===== src/rtl/tisp_pkg.sv =====
// ---------------------------------------------------------------------------
// tisp_pkg: text image stream parser package
// Item types, parser phases, dimension limits and the clamp function.
// ---------------------------------------------------------------------------
package tisp_pkg;

    localparam int unsigned MIN_W = 1;
    localparam int unsigned MAX_W = 4096;
    localparam int unsigned MIN_H = 1;
    localparam int unsigned MAX_H = 4096;

    localparam int DIM_W   = 13;
    localparam int POS_W   = 12;
    localparam int COMP_W  = 8;
    localparam int ACC_W   = 32;

    localparam logic [7:0] CHAR_NL   = 8'h0A;
    localparam logic [7:0] CHAR_DASH = 8'h2D;
    localparam logic [7:0] CHAR_ZERO = 8'h30;

    localparam logic KIND_HEADER = 1'b0;
    localparam logic KIND_PIXEL  = 1'b1;

    typedef enum logic [3:0] {
        PH_WIDTH,
        PH_DASH_OR_H,
        PH_HEIGHT,
        PH_SKIP2,
        PH_SKIP1,
        PH_RED,
        PH_GREEN,
        PH_BLUE,
        PH_DONE
    } phase_t;

    typedef struct packed {
        logic [7:0] char_code;
        logic       start_req;
    } char_item_t;

    typedef struct packed {
        logic              kind;
        logic [DIM_W-1:0]  width;
        logic [DIM_W-1:0]  height;
        logic              dims_clamped;
        logic [POS_W-1:0]  row;
        logic [POS_W-1:0]  col;
        logic [COMP_W-1:0] red;
        logic [COMP_W-1:0] green;
        logic [COMP_W-1:0] blue;
        logic              last_pixel;
    } result_item_t;

    typedef struct packed {
        logic              kind;
        logic [DIM_W-1:0]  width;
        logic [DIM_W-1:0]  height;
        logic              dims_clamped;
        logic [POS_W-1:0]  row;
        logic [POS_W-1:0]  col;
        logic [COMP_W-1:0] red;
        logic [COMP_W-1:0] green;
        logic [COMP_W-1:0] blue;
    } event_rec_t;

    typedef struct packed {
        logic             hit;
        logic [DIM_W-1:0] value;
    } dim_clamp_t;

    function automatic dim_clamp_t clamp_dim(logic [ACC_W-1:0] v,
                                             logic [ACC_W-1:0] lo,
                                             logic [ACC_W-1:0] hi);
        dim_clamp_t r;
        if (v[ACC_W-1] || (v < lo)) begin
            r.hit   = 1'b1;
            r.value = lo[DIM_W-1:0];
        end else if (v > hi) begin
            r.hit   = 1'b1;
            r.value = hi[DIM_W-1:0];
        end else begin
            r.hit   = 1'b0;
            r.value = v[DIM_W-1:0];
        end
        return r;
    endfunction

endpackage


===== src/rtl/tisp_if.sv =====
// ---------------------------------------------------------------------------
// tisp_if: stream channels
// Valid/ready channels for input characters and parser results.
// ---------------------------------------------------------------------------
interface tisp_char_if;
    import tisp_pkg::*;

    logic       valid;
    logic       ready;
    char_item_t data;

    modport source (output valid, output data, input ready);
    modport sink (input valid, input data, output ready);
endinterface

interface tisp_result_if;
    import tisp_pkg::*;

    logic         valid;
    logic         ready;
    result_item_t data;

    modport source (output valid, output data, input ready);
    modport sink (input valid, input data, output ready);
endinterface


===== src/rtl/text_image_stream_parser_unit.sv =====
// ---------------------------------------------------------------------------
// text_image_stream_parser_unit: text image stream parser
// Parses a character stream into one header result and per-pixel results.
// ---------------------------------------------------------------------------
//  channel   dir  payload                              transfer
//  char_ch   in   char_code, start_req                 valid & ready
//  res_ch    out  kind, width, height, dims_clamped,   valid & ready
//                 row, col, red, green, blue, last_pixel
//
//  One character per cycle while the queue has room; the accumulator
//  update is times ten plus digit. A result passes through the queue and
//  the result register. Reset clears the parser phase and counters at once;
//  no clearing pass. A two-entry queue and the result register absorb
//  output stalls; input stalls only when the queue is full.
// ---------------------------------------------------------------------------
module text_image_stream_parser_unit (
    input  logic          clk,
    input  logic          rst_n,
    tisp_char_if.sink     char_ch,
    tisp_result_if.source res_ch
);
    import tisp_pkg::*;

    logic       push_valid;
    logic       push_ready;
    event_rec_t push_data;
    logic       pop_valid;
    logic       pop_ready;
    event_rec_t pop_data;

    tisp_front u_front (
        .clk        (clk),
        .rst_n      (rst_n),
        .char_ch    (char_ch),
        .push_ready (push_ready),
        .push_valid (push_valid),
        .push_data  (push_data)
    );

    tisp_queue u_queue (
        .clk        (clk),
        .rst_n      (rst_n),
        .push_valid (push_valid),
        .push_data  (push_data),
        .push_ready (push_ready),
        .pop_valid  (pop_valid),
        .pop_data   (pop_data),
        .pop_ready  (pop_ready)
    );

    tisp_back u_back (
        .clk       (clk),
        .rst_n     (rst_n),
        .pop_valid (pop_valid),
        .pop_data  (pop_data),
        .pop_ready (pop_ready),
        .res_ch    (res_ch)
    );

endmodule


===== src/rtl/tisp_front.sv =====
// ---------------------------------------------------------------------------
// tisp_front: character parser
// Accepts characters, runs the decimal accumulator and phase sequence, and
// emits header and pixel events toward the queue.
// ---------------------------------------------------------------------------
module tisp_front (
    input  logic                 clk,
    input  logic                 rst_n,
    tisp_char_if.sink            char_ch,
    input  logic                 push_ready,
    output logic                 push_valid,
    output tisp_pkg::event_rec_t push_data
);
    import tisp_pkg::*;

    localparam logic [ACC_W-1:0] MIN_W_V = ACC_W'(MIN_W);
    localparam logic [ACC_W-1:0] MAX_W_V = ACC_W'(MAX_W);
    localparam logic [ACC_W-1:0] MIN_H_V = ACC_W'(MIN_H);
    localparam logic [ACC_W-1:0] MAX_H_V = ACC_W'(MAX_H);

    phase_t             phase_reg, phase_next, phase_cur;
    logic [ACC_W-1:0]   acc_reg, acc_next, acc_cur;
    logic [DIM_W-1:0]   width_reg, width_next, width_cur;
    logic [DIM_W-1:0]   height_reg, height_next, height_cur;
    logic               clamp_reg, clamp_next, clamp_cur;
    logic [COMP_W-1:0]  red_reg, red_next, red_cur;
    logic [COMP_W-1:0]  green_reg, green_next, green_cur;
    logic [DIM_W-1:0]   row_reg, row_next, row_cur;
    logic [DIM_W-1:0]   col_reg, col_next, col_cur;

    logic               accept;
    logic               start;
    logic               nl;
    logic [7:0]         c;
    logic [ACC_W-1:0]   digit_acc;
    logic [ACC_W-1:0]   dash_acc;
    logic [DIM_W-1:0]   col_inc;
    logic [DIM_W-1:0]   row_inc;
    dim_clamp_t         cl_w;
    dim_clamp_t         cl_h;
    dim_clamp_t         cl_dash;
    dim_clamp_t         cl_zero;

    assign char_ch.ready = push_ready;
    assign accept        = char_ch.valid && push_ready;
    assign c             = char_ch.data.char_code;
    assign start         = char_ch.data.start_req;
    assign nl            = (c == CHAR_NL);

    always_comb
    begin
        if (start)
        begin
            phase_cur  = PH_WIDTH;
            acc_cur    = '0;
            width_cur  = DIM_W'(MIN_W);
            height_cur = DIM_W'(MIN_H);
            clamp_cur  = 1'b0;
            red_cur    = '0;
            green_cur  = '0;
            row_cur    = '0;
            col_cur    = '0;
        end
        else
        begin
            phase_cur  = phase_reg;
            acc_cur    = acc_reg;
            width_cur  = width_reg;
            height_cur = height_reg;
            clamp_cur  = clamp_reg;
            red_cur    = red_reg;
            green_cur  = green_reg;
            row_cur    = row_reg;
            col_cur    = col_reg;
        end
    end

    assign digit_acc = (acc_cur << 3) + (acc_cur << 1) + {24'b0, c} - {24'b0, CHAR_ZERO};
    assign dash_acc  = {24'b0, c} - {24'b0, CHAR_ZERO};
    assign cl_w      = clamp_dim(acc_cur, MIN_W_V, MAX_W_V);
    assign cl_h      = clamp_dim(acc_cur, MIN_H_V, MAX_H_V);
    assign cl_dash   = clamp_dim({{(ACC_W-DIM_W){1'b0}}, width_cur}, MIN_H_V, MAX_H_V);
    assign cl_zero   = clamp_dim('0, MIN_H_V, MAX_H_V);
    assign col_inc   = col_cur + 1'b1;
    assign row_inc   = row_cur + 1'b1;

    always_comb
    begin
        phase_next  = phase_reg;
        acc_next    = acc_reg;
        width_next  = width_reg;
        height_next = height_reg;
        clamp_next  = clamp_reg;
        red_next    = red_reg;
        green_next  = green_reg;
        row_next    = row_reg;
        col_next    = col_reg;
        push_valid  = 1'b0;
        push_data   = '0;

        if (accept)
        begin
            phase_next  = phase_cur;
            acc_next    = acc_cur;
            width_next  = width_cur;
            height_next = height_cur;
            clamp_next  = clamp_cur;
            red_next    = red_cur;
            green_next  = green_cur;
            row_next    = row_cur;
            col_next    = col_cur;

            case (phase_cur)
                PH_WIDTH:
                begin
                    if (nl)
                    begin
                        width_next = cl_w.value;
                        clamp_next = clamp_cur | cl_w.hit;
                        acc_next   = '0;
                        phase_next = PH_DASH_OR_H;
                    end
                    else
                    begin
                        acc_next = digit_acc;
                    end
                end
                PH_DASH_OR_H:
                begin
                    if (c == CHAR_DASH)
                    begin
                        height_next = cl_dash.value;
                        clamp_next  = clamp_cur | cl_dash.hit;
                        phase_next  = PH_SKIP1;
                        push_valid  = 1'b1;
                    end
                    else if (nl)
                    begin
                        height_next = cl_zero.value;
                        clamp_next  = clamp_cur | cl_zero.hit;
                        phase_next  = PH_SKIP2;
                        push_valid  = 1'b1;
                    end
                    else
                    begin
                        acc_next   = dash_acc;
                        phase_next = PH_HEIGHT;
                    end
                end
                PH_HEIGHT:
                begin
                    if (nl)
                    begin
                        height_next = cl_h.value;
                        clamp_next  = clamp_cur | cl_h.hit;
                        acc_next    = '0;
                        phase_next  = PH_SKIP2;
                        push_valid  = 1'b1;
                    end
                    else
                    begin
                        acc_next = digit_acc;
                    end
                end
                PH_SKIP2:
                begin
                    phase_next = PH_SKIP1;
                end
                PH_SKIP1:
                begin
                    acc_next   = '0;
                    phase_next = PH_RED;
                end
                PH_RED:
                begin
                    if (nl)
                    begin
                        red_next   = acc_cur[COMP_W-1:0];
                        acc_next   = '0;
                        phase_next = PH_GREEN;
                    end
                    else
                    begin
                        acc_next = digit_acc;
                    end
                end
                PH_GREEN:
                begin
                    if (nl)
                    begin
                        green_next = acc_cur[COMP_W-1:0];
                        acc_next   = '0;
                        phase_next = PH_BLUE;
                    end
                    else
                    begin
                        acc_next = digit_acc;
                    end
                end
                PH_BLUE:
                begin
                    if (nl)
                    begin
                        push_valid     = 1'b1;
                        push_data.kind = KIND_PIXEL;
                        push_data.row  = row_cur[POS_W-1:0];
                        push_data.col  = col_cur[POS_W-1:0];
                        push_data.red  = red_cur;
                        push_data.green = green_cur;
                        push_data.blue = acc_cur[COMP_W-1:0];
                        acc_next       = '0;
                        if (col_inc >= width_cur)
                        begin
                            col_next = '0;
                            row_next = row_inc;
                            phase_next = (row_inc >= height_cur) ? PH_DONE : PH_RED;
                        end
                        else
                        begin
                            col_next   = col_inc;
                            phase_next = PH_RED;
                        end
                    end
                    else
                    begin
                        acc_next = digit_acc;
                    end
                end
                PH_DONE:
                begin
                    phase_next = PH_DONE;
                end
                default:
                begin
                    phase_next = PH_DONE;
                end
            endcase

            push_data.width        = width_next;
            push_data.height       = height_next;
            push_data.dims_clamped = clamp_next;
        end
    end

    always_ff @(posedge clk or negedge rst_n)
    begin
        if (!rst_n)
        begin
            phase_reg  <= PH_WIDTH;
            acc_reg    <= '0;
            width_reg  <= DIM_W'(MIN_W);
            height_reg <= DIM_W'(MIN_H);
            clamp_reg  <= 1'b0;
            red_reg    <= '0;
            green_reg  <= '0;
            row_reg    <= '0;
            col_reg    <= '0;
        end
        else
        begin
            phase_reg  <= phase_next;
            acc_reg    <= acc_next;
            width_reg  <= width_next;
            height_reg <= height_next;
            clamp_reg  <= clamp_next;
            red_reg    <= red_next;
            green_reg  <= green_next;
            row_reg    <= row_next;
            col_reg    <= col_next;
        end
    end

endmodule


===== src/rtl/tisp_queue.sv =====
// ---------------------------------------------------------------------------
// tisp_queue: event queue
// Two-entry queue between the parser and the output stage.
// ---------------------------------------------------------------------------
module tisp_queue (
    input  logic                 clk,
    input  logic                 rst_n,
    input  logic                 push_valid,
    input  tisp_pkg::event_rec_t push_data,
    output logic                 push_ready,
    output logic                 pop_valid,
    output tisp_pkg::event_rec_t pop_data,
    input  logic                 pop_ready
);
    import tisp_pkg::*;

    event_rec_t  mem_reg [2];
    logic        wr_ptr_reg, wr_ptr_next;
    logic        rd_ptr_reg, rd_ptr_next;
    logic [1:0]  count_reg, count_next;
    logic        do_push;
    logic        do_pop;

    assign push_ready = (count_reg != 2'd2);
    assign pop_valid  = (count_reg != 2'd0);
    assign pop_data   = mem_reg[rd_ptr_reg];
    assign do_push    = push_valid && push_ready;
    assign do_pop     = pop_valid && pop_ready;

    always_comb
    begin
        wr_ptr_next = do_push ? ~wr_ptr_reg : wr_ptr_reg;
        rd_ptr_next = do_pop ? ~rd_ptr_reg : rd_ptr_reg;
        count_next  = count_reg + {1'b0, do_push} - {1'b0, do_pop};
    end

    always_ff @(posedge clk)
    begin
        if (do_push)
        begin
            mem_reg[wr_ptr_reg] <= push_data;
        end
    end

    always_ff @(posedge clk or negedge rst_n)
    begin
        if (!rst_n)
        begin
            wr_ptr_reg <= 1'b0;
            rd_ptr_reg <= 1'b0;
            count_reg  <= 2'd0;
        end
        else
        begin
            wr_ptr_reg <= wr_ptr_next;
            rd_ptr_reg <= rd_ptr_next;
            count_reg  <= count_next;
        end
    end

endmodule


===== src/rtl/tisp_back.sv =====
// ---------------------------------------------------------------------------
// tisp_back: result stage
// Takes queued events, marks the final pixel and holds the result register.
// ---------------------------------------------------------------------------
module tisp_back (
    input  logic                 clk,
    input  logic                 rst_n,
    input  logic                 pop_valid,
    input  tisp_pkg::event_rec_t pop_data,
    output logic                 pop_ready,
    tisp_result_if.source        res_ch
);
    import tisp_pkg::*;

    logic         out_valid_reg, out_valid_next;
    result_item_t out_data_reg;
    result_item_t out_data_next;
    logic         load;
    logic [DIM_W-1:0] row_inc;
    logic [DIM_W-1:0] col_inc;

    assign pop_ready    = !out_valid_reg || res_ch.ready;
    assign load         = pop_valid && pop_ready;
    assign res_ch.valid = out_valid_reg;
    assign res_ch.data  = out_data_reg;
    assign row_inc      = {1'b0, pop_data.row} + 1'b1;
    assign col_inc      = {1'b0, pop_data.col} + 1'b1;

    always_comb
    begin
        out_data_next.kind         = pop_data.kind;
        out_data_next.width        = pop_data.width;
        out_data_next.height       = pop_data.height;
        out_data_next.dims_clamped = pop_data.dims_clamped;
        out_data_next.row          = pop_data.row;
        out_data_next.col          = pop_data.col;
        out_data_next.red          = pop_data.red;
        out_data_next.green        = pop_data.green;
        out_data_next.blue         = pop_data.blue;
        out_data_next.last_pixel   = (pop_data.kind == KIND_PIXEL)
                                     && (row_inc == pop_data.height)
                                     && (col_inc == pop_data.width);
        if (load)
        begin
            out_valid_next = 1'b1;
        end
        else if (res_ch.ready)
        begin
            out_valid_next = 1'b0;
        end
        else
        begin
            out_valid_next = out_valid_reg;
        end
    end

    always_ff @(posedge clk)
    begin
        if (load)
        begin
            out_data_reg <= out_data_next;
        end
    end

    always_ff @(posedge clk or negedge rst_n)
    begin
        if (!rst_n)
        begin
            out_valid_reg <= 1'b0;
        end
        else
        begin
            out_valid_reg <= out_valid_next;
        end
    end

endmodule

===== src/flat_wrapper.sv =====
// flat-port wrapper written by rule: the top's interface ports become plain ports
module text_image_stream_parser_unit_flat import tisp_pkg::*;
  (clk, rst_n, char_ch_valid, char_ch_data, char_ch_ready, res_ch_valid, res_ch_data, res_ch_ready);
  tisp_char_if char_ch_i ();
  tisp_result_if res_ch_i ();
  input  logic clk;
  input  logic rst_n;
  input wire logic [$bits(char_ch_i.valid)-1:0] char_ch_valid;
  input wire logic [$bits(char_ch_i.data)-1:0] char_ch_data;
  output wire logic [$bits(char_ch_i.ready)-1:0] char_ch_ready;
  output wire logic [$bits(res_ch_i.valid)-1:0] res_ch_valid;
  output wire logic [$bits(res_ch_i.data)-1:0] res_ch_data;
  input wire logic [$bits(res_ch_i.ready)-1:0] res_ch_ready;
  assign char_ch_i.valid = char_ch_valid;
  assign char_ch_i.data = char_ch_data;
  assign char_ch_ready = char_ch_i.ready;
  assign res_ch_valid = res_ch_i.valid;
  assign res_ch_data = res_ch_i.data;
  assign res_ch_i.ready = res_ch_ready;
  text_image_stream_parser_unit u_core (.clk(clk), .rst_n(rst_n), .char_ch(char_ch_i), .res_ch(res_ch_i));
endmodule

===== config.mk =====
export PLATFORM = sky130hd
export DESIGN_NAME = text_image_stream_parser_unit_flat
export DESIGN_NICKNAME = d
export VERILOG_FILES = /design/src/rtl/tisp_pkg.sv /design/src/rtl/tisp_if.sv /design/src/rtl/text_image_stream_parser_unit.sv /design/src/rtl/tisp_front.sv /design/src/rtl/tisp_queue.sv /design/src/rtl/tisp_back.sv /design/src/flat_wrapper.sv
export SDC_FILE = /design/constraint.sdc
export NUM_CORES = 1
export LEC_CHECK = 0
export BUFFER_PORTS_ARGS = -buffer_cell sky130_fd_sc_hd__buf_2
export CORE_MARGIN = 1.5
export CORE_UTILIZATION = 50
export DETAILED_ROUTE_END_ITERATION = 10
export PLACE_DENSITY_LB_ADDON = 0.3
export SLEW_MARGIN = 20
export SYNTH_ARGS = -nofsm -noshare
export SYNTH_HDL_FRONTEND = slang
export SYNTH_HIERARCHICAL = 1
export SYNTH_SLANG_ARGS = --single-unit

===== constraint.sdc =====
create_clock -name clk -period 5.2 [get_ports clk]
set_clock_uncertainty 0.15 [all_clocks]
set_input_delay 0.26 -clock clk [delete_from_list [all_inputs] [get_ports clk]]
set_output_delay 0.26 -clock clk [all_outputs]
set_load 0.01 [all_outputs]

Word-level counts from Yosys, hierarchy flattened
Memory sizes are Yosys's and may differ from the RTL's.
Index checks and enable logic that the tools add are counted.
Widths: inputs -> output; s select.

cells by class
  $add $sub $neg = 10
  $lt $le $gt $ge = 6
  eq/ne operators = 12
  mux-type cells = 59
  bitwise gates (word level) = 4
  reduce and logical (&&, ||, !) cells = 14

operators with widths
  operator               number
  $mux 13                15
  $mux 32                4
  $mux 48                2
  $pmux 32 s3            1
  $mux 76                1
  $mux 14                4
  $mux 8                 6
  $add 32x32->32         1
  $add 32x8->32          1
  $gt 32x13->1 const B   1
  $lt 32x1->1 const B    1
  $mux 4                 8
  $pmux 4 s8             1
  $sub 32x6->32 const B  1
  $add 12x1->13 const B  2
  $add 13x1->13 const B  2
  $eq 13x13->1           2
  $ge 13x13->1           2
  $pmux 13 s2            1
  $eq 4x3->1 const B     4
  $gt 13x13->1 const B   1
  $lt 13x1->1 const B    1
  $mux 1                 13
  $sub 8x6->9 const B    1
  other kinds (18)       29

word-level totals
  register bits after elaboration = 187
  memory bits (writable) = 152
  input bits = 13
  output and inout port bits = 79
  logic and storage cells = 129
  memories kept = 1

memory list
  memory                  words  width  rd ports  clocked after memory_dff  write ports  line              source
  u_core.u_queue.mem_reg  2      76     1         0                         1            tisp_queue.sv:17  event_rec_t mem_reg [2];

Logic depth before layout (Yosys ltp)
  depth in word-level cells = 8
  gate-level depth with buffers = 22
  mapped depth without buffers = 17

Cells and area by module
The synthesis kept the hierarchy.

modules (own cells, without submodules)
  module      times used  cells an instance  area an instance (sq um)  sequential area each (sq um)
  tisp_front  1           1259               9920.8                    2630.0
  tisp_queue  1           254                5816.8                    4664.5
  tisp_back   1           192                3150.5                    2337.2

Least setup slack after synthesis
OpenSTA, ideal clock, no wires.

  path kind = flip-flop to flip-flop
  start = reg u_core.u_queue.count_reg[1]
  end = mem u_core/u_queue/mem_reg[0][0] in the netlist's numbering (enable)
  setup time = 0.511 ns
  data arrival time = 4.852 ns
  data required time = 4.539 ns
  setup slack = -0.312 ns
  cell stages (with the launch flop) = 10
  clock period less this slack = 5.512 ns
  cell sequence = dfrtp_1 -> nand2b_1 -> and2_1 -> clkbuf_1 -> clkbuf_1 -> clkbuf_1 -> nand3_1 -> a21oi_1 -> nand2_1 -> nor2_1

on the way
  cells in the longest elaborated chain, start to end = 6

ends and longest elaborated chain
  item                          line                                 source
  from (decl)                   tisp_queue.sv:20                     logic [1:0] count_reg, count_next;
  from (signal assigned)        tisp_queue.sv:57                     count_reg <= count_next;
  $ne 2x2->1                    tisp_queue.sv:24                     assign push_ready = (count_reg != 2'd2);
  net u_core.push_ready         text_image_stream_parser_unit.sv:25  logic push_ready;
  $logic_and 1x1->1             tisp_front.sv:45                     assign accept = char_ch.valid && push_ready;
  $mux 1                        tisp_front.sv:101                    if (accept)
  net u_core.push_valid         text_image_stream_parser_unit.sv:24  logic push_valid;
  $logic_and 1x1->1             tisp_queue.sv:27                     assign do_push = push_valid && push_ready;
  $mux 1                        tisp_queue.sv:39                     if (do_push)
  $mux 1 (not written as such)  tisp_queue.sv:41                     mem_reg[wr_ptr_reg] <= push_data;
  to (decl)                     tisp_queue.sv:17

The timed path passes the listed nets, and every way through them passes these cells.

Worst setup path in the final report
  start = reg u_core.u_front.acc_reg[2]
  end = reg u_core.u_front.acc_reg[28]

on the way
  cells in the longest elaborated chain, start to end = 6

ends and longest elaborated chain
  item                    line               source
  from (decl)             tisp_front.sv:22   logic [ACC_W-1:0] acc_reg, acc_next, acc_cur;
  from (signal assigned)  tisp_front.sv:262  acc_reg <= acc_next;
  $mux 32                 tisp_front.sv:52   if (start)
  $add 32x32->32          tisp_front.sv:78   assign digit_acc = (acc_cur << 3) + (acc_cur << 1) + {24'b0, c} - {24'b0, CHAR_ZERO};
  $add 32x8->32           tisp_front.sv:78
  $sub 32x6->32           tisp_front.sv:78
  $mux 32                 -
  $pmux 32 s3             tisp_front.sv:113  case (phase_cur)

Every way passes these cells.
A chain may end at the register's enable or synchronous reset.

==> run summary <==
CTS clock-pin slew for the worst setup and hold paths: 0.06 ns
mapped cell area: 0.01889 mm^2
Max Clock Freq: 225.4 MHz
CTS Sinks: 339
Final Slew Violations: 0
CP peak stage delay: 0.58 ns
reg2reg setup slack: 0.76 ns
core area: 0.03740 mm^2
initial antenna violation count: 0
Overall Power: 11.69 mW
CP max-delay cell: dfrtp_1
Root Buffer: clkbuf_16
# diodes: 0
Worst-Margin Slew: 0.9508 ns
synth top area cells: edfxtp_1, dfrtp_1, ha_1
Post-CTS Resized: 0
top-area cell type share of the netlist area: 0.3641
Final HPWL DP: 31830 um
Reg area: 0.009635 mm^2
IR drop worst, VDD: 0.5052 mV
Crit. End Element: flip-flop
Avg Vias per Cell: 5.772
RD Place Congestion: 0.9379
critical-path cell list: nor2b_1 -> xnor2_1 -> ha_1 -> a21o_1 -> fa_1 -> ha_1 -> a21oi_1 -> o211a_1 -> nor3_2 -> o41ai_1 -> a21oi_1 -> a221oi_1 -> a21oi_1 -> xnor2_1 -> o21ai_0
RSZ-0062 raised after global routing: no
Seq/Total Area, Yosys: 0.5099
PD cells: 555.0 mW/mm^2
WP data arrival: 4.72 ns
vias in the first global route: 13.05k
Overall Global Routing Usage: 0.2299
Row Count: 71
area delta synth->final: 11.50%
status: finished clean
Clock Latency Late Sink: 0.52 ns
max FFs per register: 152
Avg Inst Size Synth: 11.08 um^2
M2 GR Usage: 0.3756
final net count: 1918
TritonCTS clock tree: yes
I/O Pins: 92
gr busiest metal: met2
Syn. warnings: 6
Num CTS Buffers: 37
Final Critical Period: 4.437 ns
critical path required time: 5.48 ns
DRC viols: 0
DRT Pass-1 Iters: 6
Main synth FF type: edfxtp_1
GR Util met3: 0.03568
layout cells sized above 1: 0.1617
leading area contributor after synthesis: edfxtp_1
chip width: 197.4 um
hold crit path type: in2reg
via count: 13.41k
first-pass GRT wire length: 70560 um
H-tree lvl count: 2
syn nets: 1839
critical path class: reg2reg
Synth async-reset ratio: 0.3245
most used cell, CP: a21oi_1
Multi-input gate area: 0.008503 mm^2
Final setup viols: 0
Final Cycle Share: 0.8533
Syn Inst Count: 1705
1st-iter DRT viols: 1091
die extent in y: 197.4 um
count of state elements after synthesis: 339
Longest Clk Path Bufs: 3
grt ovf: 0
final wirelength: 44470 um
CP max FO: 10
Max-Cap Viols: 0
antenna-violating nets left: 0
drt wl/cell: 19.14 um
starting density of the core: 0.5050
GR met1 Demand/Resource: 0.3168
number of flops mapped to enable cells by yosys: 229
Hold Fails Final Rpt: 0
startpoint types: flip-flop
Port Buffers: 91
Leakage: 8.630 nW
setup TNS: 0 ns
Unique masters post-synth: 90
largest net degree at the start of global routing: 82
Layout fillers: 3122
die footprint: 0.03895 mm^2
max_slew headroom: 0.3498
## synth_stat cells (all sizes together), types with 3 or more instances
| library cell | instances |
|---|---|
| a211o | 4 |
| a211oi | 7 |
| a21o | 48 |
| a21oi | 85 |
| a221oi | 10 |
| a222oi | 5 |
| a22o | 15 |
| a22oi | 35 |
| a31oi | 12 |
| and2 | 41 |
| and3 | 13 |
| and3b | 3 |
| and4 | 3 |
| buf | 37 |
| clkbuf | 37 |
| dfrtp | 108 |
| edfxtp | 229 |
| fa | 4 |
| ha | 117 |
| inv | 104 |
| mux2 | 76 |
| mux2i | 6 |
| nand2 | 162 |
| nand2b | 12 |
| nand3 | 42 |
| nand4 | 15 |
| nor2 | 117 |
| nor2b | 40 |
| nor3 | 25 |
| nor3b | 6 |
| nor4 | 20 |
| nor4b | 3 |
| o211a | 3 |
| o211ai | 9 |
| o21a | 9 |
| o21ai | 93 |
| o21bai | 3 |
| o22ai | 9 |
| o31ai | 8 |
| or2 | 7 |
| or3 | 6 |
| xnor2 | 50 |
| xor2 | 38 |
## cells in the final DEF (no fill, tap or decap), types with 7 or more instances in the layout
master / n
mux2_4: 30
a22o_1: 15
mux2_2: 46
a21o_1: 47
inv_1: 104
a21oi_1: 82
buf_2: 90
edfxtp_1: 229
xnor2_1: 49
o21ai_1: 13
a31oi_1: 12
nand2b_1: 11
o31ai_1: 8
clkinv_2: 9
and2_1: 40
nand4_1: 13
nor4_1: 16
o21ai_0: 77
a22oi_1: 35
a221oi_1: 9
a211oi_1: 7
ha_1: 117
nor2b_1: 40
nand2_1: 159
xor2_1: 38
dfrtp_1: 107
clkbuf_16: 39
clkbuf_1: 7
o211ai_1: 9
buf_4: 18
and3_1: 12
o21a_1: 9
o22ai_1: 9
nor2_1: 109
nand3_1: 39
nor3_1: 21
## stage by stage
stage               std cells  utilization  setup WS (ns)  hold slack [ns]  area [um^2]
global placement         2252       0.5292         0.8328           0.2574        19790
floorplan                1705            -         0.8551          -0.1856        18890
global route             2323       0.5631         0.5322          0.02974        21060
finish                   2323       0.5631         0.7629          0.02608        21060
detailed placement       2252       0.5292         0.7939           0.2654        19790
CTS                      2323       0.5630         0.8487         0.009062        21060
## power breakdown
| group | switching, mW | internal [mW] |
|---|---|---|
| combinational | 2.98 | 2.24 |
| sequential | 0.394 | 3.47 |
| clock | 1.05 | 1.55 |
| total | 4.43 | 7.26 |
## worst max-delay path, delay by kind of cell, from the launching register on
kind                       cells  cell delay [ns]
AOI/OAI and AO/OA              8             1.77
DFF                            1             0.58
adders and majority gates      3             1.01
xor gates and xnor gates       2             0.27
and+or+nand+nor                2             0.57
## layer usage
metal	vias up	wire length, um
met2	480	20890
met5	-	0
met1	6520	19600
met3	77	2906
li1	6332	-
met4	0	1063
## final cells by class
class                           count  area share
Sequential cell                   339      0.4575
Multi-Input combinational cell   1188      0.4038
Clock buffer                       51     0.05086
Timing Repair Buffer              114     0.03161
Tap cell                          511     0.03036
Inverter                          104     0.01854
Clock inverter                     16    0.007367
## logic make-up (layout without fill, tap and decap cells)
logic type               Yosys count  count (layout)  share of synthesized area
AND/OR/NAND/NOR                  525             525                     0.1422
AO/OA/AOI/OAI                    372             372                     0.1292
flip-flops                       339             339                     0.5099
buffers and inverters            178             285                    0.04120
adder cells (fa/ha/maj)          121             121                    0.08174
XOR/XNOR                          88              88                    0.04120
multiplexers                      82              82                    0.05445
## final timing paths
check | from | endpoint | cells past startpoint
min reg2reg | u_core/u_front/height_reg[10]$_DFFE_PN0P_ | u_core/u_front/height_reg[10]$_DFFE_PN0P_ | 1
min in group asynchronous | rst_n | u_core/u_front/acc_reg[28]$_DFFE_PN0P_ | 2
max reg2reg | u_core/u_front/acc_reg[2]$_DFFE_PN0P_ | u_core/u_front/acc_reg[28]$_DFFE_PN0P_ | 15
max in group asynchronous | rst_n | u_core/u_front/acc_reg[31]$_DFFE_PN0P_ | 3
min | char_ch_data[5] | u_core/u_front/acc_reg[4]$_DFFE_PN0P_ | 3
max | u_core/u_front/acc_reg[2]$_DFFE_PN0P_ | u_core/u_front/acc_reg[28]$_DFFE_PN0P_ | 15
## what timing repair did
item                      CTS  global route
hold endpoints to repair   62             0
setup buffers               0             0
hold buffers                4             0
No activity file was read; power rests on OpenSTA's default activity.
